==> src/hw/rtl/iovps_pkg.sv <==
// ----------------------------------------------------------------------------
// iovps_pkg
// Shared widths, constants and controller/datapath types for the I/O vector
// part splitter.
// ----------------------------------------------------------------------------
package iovps_pkg;

	localparam int OFFSET_W = 64;
	localparam int LEN_W    = 20;
	localparam int TAG_W    = 16;
	localparam int LIMIT_W  = 31;

	localparam logic [LIMIT_W-1:0] LIMIT_RESET    = LIMIT_W'(1048576);
	localparam logic [LIMIT_W-1:0] LIMIT_FLOOR    = LIMIT_W'(65536);
	localparam logic [LIMIT_W-1:0] ROOM_THRESHOLD = LIMIT_W'(4096);

	localparam logic KIND_SEGMENT = 1'b0;
	localparam logic KIND_CLOSE   = 1'b1;

	typedef enum logic [2:0] {
		OP_NONE,
		OP_FIT,
		OP_CLOSE,
		OP_SPLIT,
		OP_FINAL_CLOSE
	} op_t;

	typedef struct packed {
		logic take;
		op_t  op;
	} cmd_t;

	typedef struct packed {
		logic desc_valid;
		logic fits;
		logic room_small;
		logic out_free;
		logic eol;
	} sts_t;

endpackage

==> src/hw/rtl/iovps_if.sv <==
// ----------------------------------------------------------------------------
// iovps_if
// Valid/ready channels of the part splitter: descriptors, results and the
// byte limit write port.
// ----------------------------------------------------------------------------
interface iovps_desc_if;
	logic                           valid;
	logic                           ready;
	logic [iovps_pkg::OFFSET_W-1:0] base_offset;
	logic [iovps_pkg::LEN_W-1:0]    byte_length;
	logic                           creates_file;
	logic [iovps_pkg::TAG_W-1:0]    descriptor_tag;
	logic                           end_of_list;

	modport source (output valid, base_offset, byte_length, creates_file,
		descriptor_tag, end_of_list, input ready);
	modport sink (input valid, base_offset, byte_length, creates_file,
		descriptor_tag, end_of_list, output ready);
endinterface

interface iovps_result_if;
	logic                           valid;
	logic                           ready;
	logic                           result_kind;
	logic [iovps_pkg::OFFSET_W-1:0] segment_offset;
	logic [iovps_pkg::LIMIT_W-1:0]  segment_length;
	logic                           segment_creates;
	logic [iovps_pkg::TAG_W-1:0]    segment_tag;
	logic                           last_of_run;

	modport source (output valid, result_kind, segment_offset, segment_length,
		segment_creates, segment_tag, last_of_run, input ready);
	modport sink (input valid, result_kind, segment_offset, segment_length,
		segment_creates, segment_tag, last_of_run, output ready);
endinterface

interface iovps_cfg_if;
	logic                          valid;
	logic                          ready;
	logic [iovps_pkg::LIMIT_W-1:0] part_byte_limit;

	modport source (output valid, part_byte_limit, input ready);
	modport sink (input valid, part_byte_limit, output ready);
endinterface

==> src/hw/rtl/io_vector_part_splitter.sv <==
// ----------------------------------------------------------------------------
// io_vector_part_splitter
// Packs I/O descriptors into parts of at most max(part_byte_limit, 65536)
// bytes, cutting descriptors at part boundaries and reporting part closes.
//
//   channel  dir  beat
//   desc     in   one descriptor (offset, length, create, tag, end of list)
//   result   out  one segment or part close, last_of_run on the final one
//   cfg      in   part_byte_limit write
//
// A descriptor is taken while the sequencer is idle, then its results leave one
// per cycle from the output register while result.ready holds; the single
// sequencer walks the cut/close steps.
// Reset clears the part fill and restores the limit to 1048576.
// A stalled result port holds the sequencer; no new descriptor is taken
// until every result of the current one is in the output register.
// ----------------------------------------------------------------------------
module io_vector_part_splitter (
	input logic            clk,
	input logic            arst_n,
	iovps_desc_if.sink     desc,
	iovps_result_if.source result,
	iovps_cfg_if.sink      cfg
);
	import iovps_pkg::*;

	cmd_t cmd;
	sts_t sts;

	iovps_ctrl u_ctrl (
		.clk    (clk),
		.arst_n (arst_n),
		.sts    (sts),
		.cmd    (cmd)
	);

	iovps_dp u_dp (
		.clk    (clk),
		.arst_n (arst_n),
		.cmd    (cmd),
		.sts    (sts),
		.desc   (desc),
		.result (result),
		.cfg    (cfg)
	);

endmodule

==> src/hw/rtl/iovps_ctrl.sv <==
// ----------------------------------------------------------------------------
// iovps_ctrl
// Sequencer: takes one descriptor, then issues one result operation per free
// output slot until the descriptor is fully placed and, at end of list, closed.
// ----------------------------------------------------------------------------
module iovps_ctrl (
	input  logic            clk,
	input  logic            arst_n,
	input  iovps_pkg::sts_t sts,
	output iovps_pkg::cmd_t cmd
);
	import iovps_pkg::*;

	typedef enum logic [1:0] {
		ST_IDLE,
		ST_RUN,
		ST_CLOSE,
		ST_FINAL
	} state_t;

	state_t state_q;

	always_comb begin
		cmd.take = 1'b0;
		cmd.op   = OP_NONE;
		unique case (state_q)
			ST_IDLE: cmd.take = 1'b1;
			ST_RUN: begin
				if (sts.out_free) begin
					if (sts.fits) begin
						cmd.op = OP_FIT;
					end else if (sts.room_small) begin
						cmd.op = OP_CLOSE;
					end else begin
						cmd.op = OP_SPLIT;
					end
				end
			end
			ST_CLOSE: if (sts.out_free) cmd.op = OP_CLOSE;
			ST_FINAL: if (sts.out_free) cmd.op = OP_FINAL_CLOSE;
			default: cmd.op = OP_NONE;
		endcase
	end

	always_ff @(posedge clk or negedge arst_n) begin
		if (!arst_n) begin
			state_q <= ST_IDLE;
		end else begin
			unique case (state_q)
				ST_IDLE: if (sts.desc_valid) state_q <= ST_RUN;
				ST_RUN: begin
					if (sts.out_free) begin
						if (sts.fits) begin
							state_q <= sts.eol ? ST_FINAL : ST_IDLE;
						end else if (!sts.room_small) begin
							state_q <= ST_CLOSE;
						end
					end
				end
				ST_CLOSE: if (sts.out_free) state_q <= ST_RUN;
				ST_FINAL: if (sts.out_free) state_q <= ST_IDLE;
				default: state_q <= ST_IDLE;
			endcase
		end
	end

endmodule

==> src/hw/rtl/iovps_dp.sv <==
// ----------------------------------------------------------------------------
// iovps_dp
// Datapath: descriptor registers, part fill, byte limit, room compare and
// the result output register.
// ----------------------------------------------------------------------------
module iovps_dp (
	input  logic            clk,
	input  logic            arst_n,
	input  iovps_pkg::cmd_t cmd,
	output iovps_pkg::sts_t sts,
	iovps_desc_if.sink      desc,
	iovps_result_if.source  result,
	iovps_cfg_if.sink       cfg
);
	import iovps_pkg::*;

	logic [OFFSET_W-1:0] off_q;
	logic [LEN_W-1:0]    rem_q;
	logic                cr_q;
	logic [TAG_W-1:0]    tag_q;
	logic                eol_q;
	logic [LIMIT_W-1:0]  fill_q;
	logic [LIMIT_W-1:0]  limit_q;

	logic                out_valid_q;
	logic                kind_q;
	logic [OFFSET_W-1:0] seg_off_q;
	logic [LIMIT_W-1:0]  seg_len_q;
	logic                seg_cr_q;
	logic [TAG_W-1:0]    seg_tag_q;
	logic                last_q;

	logic [LIMIT_W-1:0] limit_eff;
	logic [LIMIT_W:0]   sum;
	logic [LIMIT_W-1:0] room;
	logic               fits;
	logic               desc_fire;

	assign limit_eff = (limit_q < LIMIT_FLOOR) ? LIMIT_FLOOR : limit_q;
	assign sum       = {1'b0, fill_q} + (LIMIT_W + 1)'(rem_q);
	assign fits      = sum <= {1'b0, limit_eff};
	assign room      = (fill_q >= limit_eff) ? '0 : limit_eff - fill_q;
	assign desc_fire = desc.valid && cmd.take;

	assign desc.ready = cmd.take;
	assign cfg.ready  = 1'b1;

	assign sts.desc_valid = desc.valid;
	assign sts.fits       = fits;
	assign sts.room_small = room <= ROOM_THRESHOLD;
	assign sts.out_free   = !out_valid_q || result.ready;
	assign sts.eol        = eol_q;

	assign result.valid           = out_valid_q;
	assign result.result_kind     = kind_q;
	assign result.segment_offset  = seg_off_q;
	assign result.segment_length  = seg_len_q;
	assign result.segment_creates = seg_cr_q;
	assign result.segment_tag     = seg_tag_q;
	assign result.last_of_run     = last_q;

	always_ff @(posedge clk or negedge arst_n) begin
		if (!arst_n) begin
			fill_q      <= '0;
			limit_q     <= LIMIT_RESET;
			out_valid_q <= 1'b0;
		end else begin
			if (cfg.valid) begin
				limit_q <= cfg.part_byte_limit;
			end
			unique case (cmd.op)
				OP_FIT: begin
					fill_q      <= sum[LIMIT_W-1:0];
					out_valid_q <= 1'b1;
				end
				OP_CLOSE, OP_SPLIT, OP_FINAL_CLOSE: begin
					fill_q      <= '0;
					out_valid_q <= 1'b1;
				end
				OP_NONE: if (result.ready) out_valid_q <= 1'b0;
				default: out_valid_q <= out_valid_q;
			endcase
		end
	end

	always_ff @(posedge clk) begin
		if (desc_fire) begin
			off_q <= desc.base_offset;
			rem_q <= desc.byte_length;
			cr_q  <= desc.creates_file;
			tag_q <= desc.descriptor_tag;
			eol_q <= desc.end_of_list;
		end
		unique case (cmd.op)
			OP_FIT: begin
				kind_q    <= KIND_SEGMENT;
				seg_off_q <= off_q;
				seg_len_q <= LIMIT_W'(rem_q);
				seg_cr_q  <= cr_q;
				seg_tag_q <= tag_q;
				last_q    <= !eol_q;
			end
			OP_SPLIT: begin
				kind_q    <= KIND_SEGMENT;
				seg_off_q <= off_q;
				seg_len_q <= room;
				seg_cr_q  <= cr_q;
				seg_tag_q <= tag_q;
				last_q    <= 1'b0;
				off_q     <= off_q + OFFSET_W'(room[LEN_W-1:0]);
				rem_q     <= rem_q - room[LEN_W-1:0];
				cr_q      <= 1'b0;
			end
			OP_CLOSE, OP_FINAL_CLOSE: begin
				kind_q    <= KIND_CLOSE;
				seg_off_q <= '0;
				seg_len_q <= '0;
				seg_cr_q  <= 1'b0;
				seg_tag_q <= '0;
				last_q    <= (cmd.op == OP_FINAL_CLOSE);
			end
			default: kind_q <= kind_q;
		endcase
	end

endmodule
==> src/flat_wrapper.sv <==
// flat-port wrapper written by rule: the top's interface ports become plain ports
module io_vector_part_splitter_flat import iovps_pkg::*;
  (clk, arst_n, desc_valid, desc_base_offset, desc_byte_length, desc_creates_file, desc_descriptor_tag, desc_end_of_list, desc_ready, result_valid, result_result_kind, result_segment_offset, result_segment_length, result_segment_creates, result_segment_tag, result_last_of_run, result_ready, cfg_valid, cfg_part_byte_limit, cfg_ready);
  iovps_desc_if desc_i ();
  iovps_result_if result_i ();
  iovps_cfg_if cfg_i ();
  input logic clk;
  input logic arst_n;
  input wire logic [$bits(desc_i.valid)-1:0] desc_valid;
  input wire logic [$bits(desc_i.base_offset)-1:0] desc_base_offset;
  input wire logic [$bits(desc_i.byte_length)-1:0] desc_byte_length;
  input wire logic [$bits(desc_i.creates_file)-1:0] desc_creates_file;
  input wire logic [$bits(desc_i.descriptor_tag)-1:0] desc_descriptor_tag;
  input wire logic [$bits(desc_i.end_of_list)-1:0] desc_end_of_list;
  output wire logic [$bits(desc_i.ready)-1:0] desc_ready;
  output wire logic [$bits(result_i.valid)-1:0] result_valid;
  output wire logic [$bits(result_i.result_kind)-1:0] result_result_kind;
  output wire logic [$bits(result_i.segment_offset)-1:0] result_segment_offset;
  output wire logic [$bits(result_i.segment_length)-1:0] result_segment_length;
  output wire logic [$bits(result_i.segment_creates)-1:0] result_segment_creates;
  output wire logic [$bits(result_i.segment_tag)-1:0] result_segment_tag;
  output wire logic [$bits(result_i.last_of_run)-1:0] result_last_of_run;
  input wire logic [$bits(result_i.ready)-1:0] result_ready;
  input wire logic [$bits(cfg_i.valid)-1:0] cfg_valid;
  input wire logic [$bits(cfg_i.part_byte_limit)-1:0] cfg_part_byte_limit;
  output wire logic [$bits(cfg_i.ready)-1:0] cfg_ready;
  assign desc_i.valid = desc_valid;
  assign desc_i.base_offset = desc_base_offset;
  assign desc_i.byte_length = desc_byte_length;
  assign desc_i.creates_file = desc_creates_file;
  assign desc_i.descriptor_tag = desc_descriptor_tag;
  assign desc_i.end_of_list = desc_end_of_list;
  assign desc_ready = desc_i.ready;
  assign result_valid = result_i.valid;
  assign result_result_kind = result_i.result_kind;
  assign result_segment_offset = result_i.segment_offset;
  assign result_segment_length = result_i.segment_length;
  assign result_segment_creates = result_i.segment_creates;
  assign result_segment_tag = result_i.segment_tag;
  assign result_last_of_run = result_i.last_of_run;
  assign result_i.ready = result_ready;
  assign cfg_i.valid = cfg_valid;
  assign cfg_i.part_byte_limit = cfg_part_byte_limit;
  assign cfg_ready = cfg_i.ready;
  io_vector_part_splitter u_core (.clk(clk), .arst_n(arst_n), .desc(desc_i), .result(result_i), .cfg(cfg_i));
endmodule
==> config.mk <==
export PLATFORM = sky130hd
export DESIGN_NAME = io_vector_part_splitter_flat
export DESIGN_NICKNAME = d
export VERILOG_FILES = /design/src/hw/rtl/iovps_pkg.sv /design/src/hw/rtl/iovps_if.sv /design/src/hw/rtl/io_vector_part_splitter.sv /design/src/hw/rtl/iovps_ctrl.sv /design/src/hw/rtl/iovps_dp.sv /design/src/flat_wrapper.sv
export SDC_FILE = /design/constraint.sdc
export NUM_CORES = 1
export LEC_CHECK = 0
export ABC_AREA = 1
export BUFFER_PORTS_ARGS = -buffer_cell sky130_fd_sc_hd__buf_2
export CAP_MARGIN = 20
export CELL_PAD_IN_SITES_DETAIL_PLACEMENT = 0
export CELL_PAD_IN_SITES_GLOBAL_PLACEMENT = 2
export CORE_MARGIN = 3
export CORE_UTILIZATION = 38
export CTS_BUF_LIST = sky130_fd_sc_hd__clkbuf_8
export DETAILED_ROUTE_END_ITERATION = 10
export PLACE_DENSITY_LB_ADDON = 0.1
export SLEW_MARGIN = 20
export SYNTH_ARGS = -nofsm -noshare
export SYNTH_HDL_FRONTEND = slang
export SYNTH_SLANG_ARGS = --single-unit
==> constraint.sdc <==
create_clock -name clk -period 10.2 [get_ports clk]
set_clock_uncertainty 0.2 [all_clocks]
set_input_delay 1.02 -clock clk [delete_from_list [all_inputs] [get_ports clk]]
set_output_delay 1.02 -clock clk [all_outputs]
set_load 0.01 [all_outputs]
==> results.py, run 1 <==
metrics = {
    "critical_path": {
        "crit_arrival_ns": 7.53,
        "critPathMostFrequentCell": "nor2_1",
        "critPathSlowestCell": "o21ai_0",
        "end_kind": "flop",
        "crit_required_ns": 10.40,
        "critPathMaxFanout": 34,
        "startpoint_type": "flop",
        "crit_type": "flop to flop",
        "critical_path.max_stage_delay_ns": 0.59,
    },
    "placement": {
        "dp_hpwl_um": 51600,
        "gp_congestion": 0.899,
        "port_buffers": 253,
        "dp.cells": 3329,
        "place_ws_ns": 2.83,
    },
    "timing": {
        "hold_viol": 0,
        "setup_slack_ns": 2.86,
        "fin_tns_setup_ns": 0,
        "rsz0062_at_grt": "false",
        "setup_violations": 0,
        "tightest_slew_ns": 0.975,
        "maxSlewHeadroom": 0.350,
        "final_max_slew_viol_count": 0,
        "fin_crit_ns": 7.34,
        "period_share": 0.719,
        "fmax_mhz": 136,
    },
    "logic_synthesis": {
        "synthFlopType": "edfxtp_1",
        "seq_area_frac_synth": 0.415,
        "synth_nets": 2721,
        "synth_edf_count": 215,
        "synth_cells": 2464,
        "synth_top_area_frac": 0.331,
        "mappedNetlistArea_um2": 19500,
        "yosysUniqueCellTypes": 57,
        "synth_warnings": 0,
        "yosysTopAreaCell": "edfxtp_1",
        "ys_seq_elements": 281,
        "syn_avg_cell_area_um2": 7.92,
        "ys_top_cells_by_area": "edfxtp_1, nand2_1, dfrtp_1",
        "synthArstFlopShare": 0.231,
    },
    "clock_network": {
        "htree_levels": 2,
        "cts_setup_buffers": 0,
        "clk_pin_slew_worst_paths_ns": 0.06,
        "cts_tree": "built",
        "post_cts_resized": 0,
        "clock_latency_ns": 0.66,
        "cts-buffers-inserted": 54,
        "root_buffer": "clkbuf_8",
        "clock_sinks": 281,
        "clock_path_buffers": 3,
        "postCtsHoldBufs": 0,
    },
    "die": {
        "num_io_pins": 255,
        "fp.dieW_um": 233,
        "die-height_um": 233,
        "num_rows": 82,
        "start_util": 0.386,
        "coreArea_um2": 50500,
        "fp.dieArea_um2": 54100,
    },
    "global_routing": {
        "grt_overflow": 0,
        "grt_pass1_vias": 17201,
        "antenna_found_initial": 0,
        "grt_pass1_wl_um": 99800,
        "globalRouteTotalUtil": 0.241,
        "grt_max_degree": 86,
    },
    "cells_and_area": {
        "layout_commonest_cell": "nand2_1",
        "final_layout_size_suffix_gt1_frac": 0.172,
        "nFillCells": 5306,
        "antennaDiodeCount": 0,
        "finalNonFillerCells": 3430,
        "areaGrowthSynthToFinish_pct": 14.6,
        "nNetsFinal": 2970,
        "layout_common_cells": "nand2_1, inv_1, buf_2",
    },
    "route": {
        "dr.first_iter.drc_count": 1027,
        "wl_per_cell_um": 19.1,
        "vias": 17202,
        "drc": 0,
        "wirelength_um": 65400,
        "ant_nets": 0,
        "dr.pass1.iters": 6,
        "vias_per_cell": 5.02,
    },
    "job": {
        "max_cap_violations": 0,
    },
    "pwr": {
        "ir_worst_vdd_v": 0.000199,
        "leakage_uw": 0.0107,
        "powerDensity_nw_per_um2": 323,
    },
    "outcome": {
        "outcome": "finished, final reports clean",
    },
    "min_path": {
        "worstHoldPathType": "flop to flop",
    },
}
-- report_power, final --
part,internal (uW),total [uW],switching [uW]
Clock,594,1120,530
Sequential,1770,2000,229
Combinational,1350,4090,2750
Total,3710,7210,3510
-- cell type report --
class / count / area [um2] / share of cell area
multi-input combinational: 1726 / 9550 / 0.427
clock inverter: 41 / 241 / 0.0108
clock buffer: 60 / 826 / 0.0369
inverter: 386 / 1450 / 0.0648
sequential: 281 / 8100 / 0.362
tap: 672 / 841 / 0.0376
timing repair buffer: 264 / 1350 / 0.0603
-- registers in the layout (all words and copies together) (netlist names), 2 cells and up --
| name | cells |
|---|---|
| u_core.u_dp.result.segment_offset | 64 |
| u_core.u_dp.limit_q | 31 |
| u_core.u_dp.result.segment_length | 31 |
| u_core.u_dp.fill_q | 31 |
| u_core.u_dp.result.segment_tag | 16 |
| u_core.u_dp.rem_q | 20 |
| u_core.u_dp.tag_q | 16 |
| u_core.u_dp.off_q | 64 |
| u_core.u_ctrl.state_q | 2 |
-- per-layer routing --
metal | GRT usage | wire [um] | vias up
met4 | 0.0803 | 1960 | 0
met2 | 0.395 | 30200 | 444
met1 | 0.333 | 30000 | 8060
met3 | 0.0289 | 3320 | 97
met5 | 0 | 0 | -
li1 | - | - | 8601
-- critical path, delay by kind of cell, from the launching register on --
family,cells,cell delay (ns)
simple gates,19,3.00
flops,1,0.47
buf+inv,3,0.56
fa+ha+maj,3,0.84
xor+xnor,1,0.19
compound gates,7,1.80
-- per-stage QoR --
| step | total power [uW] | utilization | instance area (um2) | hold slack [ns] |
|---|---|---|---|---|
| final | 7210 | 0.443 | 22400 | 0.292 |
| after global routing | 7870 | 0.443 | 22400 | 0.299 |
| after CTS | 7270 | 0.443 | 22400 | 0.288 |
| after detailed placement | 6100 | 0.422 | 21300 | 0.271 |
| after global placement | 6090 | 0.422 | 21300 | 0.265 |
| after floorplan | 4820 | - | 19500 | 0.249 |
-- path summary, 6_finish.rpt --
kind | startpoint | endpoint | slack [ns] | depth (start not counted)
min reg2reg | u_core.u_dp.fill_q[30]$_DFFE_PN0P_ | u_core.u_dp.fill_q[30]$_DFFE_PN0P_ | 0.29 | 2
max in group asynchronous | arst_n | u_core.u_dp.limit_q[30]$_DFFE_PN0P_ | 8.76 | 2
max reg2reg | u_core.u_dp.limit_q[18]$_DFFE_PN0P_ | u_core.u_dp.off_q[46]$_DFFE_PP_ | 2.86 | 33
min in group asynchronous | arst_n | u_core.u_dp.limit_q[6]$_DFFE_PN0P_ | 0.41 | 2
min | u_core.u_dp.fill_q[30]$_DFFE_PN0P_ | u_core.u_dp.fill_q[30]$_DFFE_PN0P_ | 0.29 | 2
max | u_core.u_dp.limit_q[18]$_DFFE_PN0P_ | u_core.u_dp.off_q[46]$_DFFE_PP_ | 2.86 | 33
-- kinds of logic (layout without fill, tap and decap cells) --
| family | after synthesis | count (layout) | share of synthesized area |
|---|---|---|---|
| other cells | 1 | 1 | 0.000192 |
| fa+ha+maj | 119 | 119 | 0.0779 |
| flops | 281 | 281 | 0.415 |
| compound gates | 319 | 319 | 0.0879 |
| buf+inv | 457 | 751 | 0.0965 |
| mux | 4 | 4 | 0.00231 |
| xor+xnor | 113 | 113 | 0.0507 |
| simple gates | 1170 | 1170 | 0.269 |
-- cell usage after synthesis (6+ instances only) --
cell type,count
nand2_1,598
inv_1,384
edfxtp_1,215
nor2_1,204
o21ai_0,120
a21oi_1,119
ha_1,115
nand3_1,89
xor2_1,85
nor2_2,83
nand4_1,74
dfrtp_1,64
nor3_1,48
clkbuf_1,41
o21ai_1,36
xnor2_1,28
nor4_1,20
buf_6,19
nand3b_1,15
nand2_2,13
a31oi_1,8
nor3_2,8
a211oi_1,6
No activity file was read; power rests on OpenSTA's default activity.
==> run 2: changes to the inputs <==
--- a/config.mk
+++ b/config.mk
@@ -11,7 +11,7 @@
 export CELL_PAD_IN_SITES_DETAIL_PLACEMENT = 0
 export CELL_PAD_IN_SITES_GLOBAL_PLACEMENT = 2
 export CORE_MARGIN = 3
-export CORE_UTILIZATION = 38
+export CORE_UTILIZATION = 32
 export CTS_BUF_LIST = sky130_fd_sc_hd__clkbuf_8
 export DETAILED_ROUTE_END_ITERATION = 10
 export PLACE_DENSITY_LB_ADDON = 0.1
==> constraint.sdc (replaced) <==
create_clock -name clk -period 6.69 [get_ports clk]
set_clock_uncertainty 0.2 [all_clocks]
set_input_delay 0.669 -clock clk [delete_from_list [all_inputs] [get_ports clk]]
set_output_delay 0.669 -clock clk [all_outputs]
set_load 0.01 [all_outputs]
==> run 2 against run 1 <==
  * Via count rose by 1.9%
  * Final area rose by 5.9%
  * Routed wire length rose by 4.5%
  * Power increased by 60%
  * Clock power increased by 68%
  * Non-clock buffer count increased by 101
  * Sequential cell count did not move
  * Combinational power up 62%
  * Setup slack lost 2.3 ns
  * Worst hold slack worse by 0.22 ns
  * Critical path depth down 1
  * Critical endpoint is now u_core.u_dp.rem_q[14]$_DFFE_PP_
  * Largest power group unchanged
  * Highest routed layer is now met5
==> results.py, run 2 (same netlist as run 1, synthesis figures left out) <==
metrics = {
    "pwr": {
        "powerDensity_nw_per_um2": 487,
        "fin_total_pwr_uw": 11500,
        "leakage_uw": 0.0112,
        "ir_worst_vdd_v": 0.000190,
    },
    "cells_and_area": {
        "nFillCells": 6257,
        "layout_commonest_cell": "nand2_1",
        "finalNonFillerCells": 3632,
        "areaGrowthSynthToFinish_pct": 21.4,
        "nNetsFinal": 3072,
        "final_layout_size_suffix_gt1_frac": 0.188,
        "layout_common_cells": "nand2_1, inv_1, buf_2",
    },
    "global_routing": {
        "grt_max_degree": 65,
        "grt_pass1_vias": 17756,
        "grt_overflow": 0,
        "grt_pass1_wl_um": 104000,
        "antenna_found_initial": 4,
        "globalRouteTotalUtil": 0.212,
    },
    "critical_path": {
        "crit_arrival_ns": 6.34,
        "worstReg2RegStart": "u_core.u_dp.limit_q[20]$_DFFE_PN1P_",
        "crit_type": "flop to flop",
        "startpoint_type": "flop",
        "r2r_end": "u_core.u_dp.rem_q[14]$_DFFE_PP_",
        "rr_worst_depth": 32,
        "setup.worst_path.end": "u_core.u_dp.rem_q[14]$_DFFE_PP_",
        "crit_start": "u_core.u_dp.limit_q[20]$_DFFE_PN1P_",
        "path_buf_inv": 6,
        "critPathMaxFanout": 8,
        "r2r_slack_ns": 0.55,
        "end_kind": "flop",
        "crit_required_ns": 6.89,
        "path_depth": 32,
        "critPathTopFamily": "compound AO/OA/AOI/OAI gates",
        "critical_path.max_stage_delay_ns": 0.56,
        "critPathMostFrequentCell": "nand2_1",
        "critPathSlowestCell": "dfstp_2",
    },
    "job": {
        "max_cap_violations": 0,
    },
    "placement": {
        "port_buffers": 253,
        "dp.cells": 3486,
        "gp_congestion": 0.889,
        "dp_hpwl_um": 55300,
    },
    "die": {
        "fp.dieArea_um2": 64000,
        "num_rows": 89,
        "num_io_pins": 255,
        "fp.dieW_um": 253,
        "coreArea_um2": 59700,
        "die-height_um": 253,
        "start_util": 0.327,
    },
    "route": {
        "vias": 17525,
        "wl_per_cell_um": 18.8,
        "ant_nets": 0,
        "vias_per_cell": 4.83,
        "dr.pass1.iters": 5,
        "wirelength_um": 68400,
        "drc": 0,
        "dr.first_iter.drc_count": 876,
    },
    "timing": {
        "maxSlewHeadroom": 0.399,
        "tightest_slew_ns": 0.902,
        "rsz0062_at_grt": "false",
        "fmax_mhz": 163,
        "setup_violations": 0,
        "fin_crit_ns": 6.14,
        "hold_viol": 0,
        "fin_tns_setup_ns": 0,
        "period_share": 0.917,
        "final_max_slew_viol_count": 0,
    },
    "clock_network": {
        "clock_path_buffers": 3,
        "root_buffer": "clkbuf_8",
        "cts_tree": "built",
        "clk_pin_slew_worst_paths_ns": 0.06,
        "clock_latency_ns": 0.67,
        "cts-buffers-inserted": 55,
        "htree_levels": 2,
        "clock_sinks": 281,
    },
    "outcome": {
        "outcome": "finished, final reports clean",
    },
    "min_path": {
        "worstHoldPathType": "primary input to flop",
    },
}
-- run 2: cell count changes in the layout (fill, tap and decap cells not counted), moves of 2 or more --
cell           previous run  this run
buf_4                    11        51
clkinv_2                  9         6
o21ai_0                 120       117
buf_12                    0        16
dlygate4sd3_1             0        44
bufinv_16                 2         5
diode_2                   0         2
clkbuf_8                 60        64
nor2_1                  202       200
o21ai_1                  36        39
clkinv_1                  9         7
inv_1                   403       399
nor2_2                   82        85
-- run 2: final cells by class --
type                            instances  area [um2]  area share
Multi-Input combinational cell       1726        9560       0.404
Sequential cell                       281        8100       0.342
Timing Repair Buffer                  365        2420       0.102
Inverter                              386        1450      0.0613
Tap cell                              773         967      0.0408
Clock buffer                           64         881      0.0372
Clock inverter                         35         290      0.0123
Antenna cell                            2        5.00    0.000211
-- run 2: where the power goes --
group | switching, uW | internal (uW)
registers | 347 | 2690
clock network | 812 | 1060
logic | 4310 | 2300
-- run 2: worst min-delay path by stage --
stage          depth (start not counted)  slack [ns]                                from                              endpoint
3_3_place_gp                           2        0.27  u_core.u_dp.fill_q[29]$_DFFE_PN0P_    u_core.u_dp.fill_q[29]$_DFFE_PN0P_
4_1_cts                                3      0.0001             cfg_part_byte_limit[28]   u_core.u_dp.limit_q[28]$_DFFE_PN0P_
6_report                               3        0.07             cfg_part_byte_limit[30]   u_core.u_dp.limit_q[30]$_DFFE_PN0P_
5_1_grt                                3        0.02             cfg_part_byte_limit[28]   u_core.u_dp.limit_q[28]$_DFFE_PN0P_
3_5_place_dp                           2        0.27  u_core.u_dp.fill_q[25]$_DFFE_PN0P_    u_core.u_dp.fill_q[25]$_DFFE_PN0P_
2_1_floorplan                          0        0.17                              arst_n  u_core.u_ctrl.state_q[0]$_DFFE_PN0P_
-- run 2: layer usage --
metal  global-route usage  part of all wire
met1                0.276              0.45
met2                0.357              0.47
met3               0.0344             0.049
met4               0.0732             0.032
met5                    0           0.00057
-- run 2: per-stage QoR --
stage                     setup slack [ns]   util  hold WS (ns)  cell area, um2
final                                0.553  0.397        0.0710           23700
after global routing                0.0785  0.397        0.0236           23700
after CTS                            0.250  0.396      0.000109           23600
after detailed placement             0.285  0.369         0.272           22000
after global placement               0.448  0.369         0.267           22000
after floorplan                      0.405      -         0.173           19500
-- run 2: worst min-delay path: cells and delay by family --
family,cells,cell delay [ns]
AOI/OAI and AO/OA,1,0.09
buffers and inverters,1,0.08
and+or+nand+nor,1,0.05
-- run 2: what timing repair did --
action | CTS | global route
setup endpoints to repair | 0 | 34
hold endpoints to repair | 54 | 0
hold buffers | 44 | 0
buffers inserted | 0 | 1
resized for setup | 0 | 8
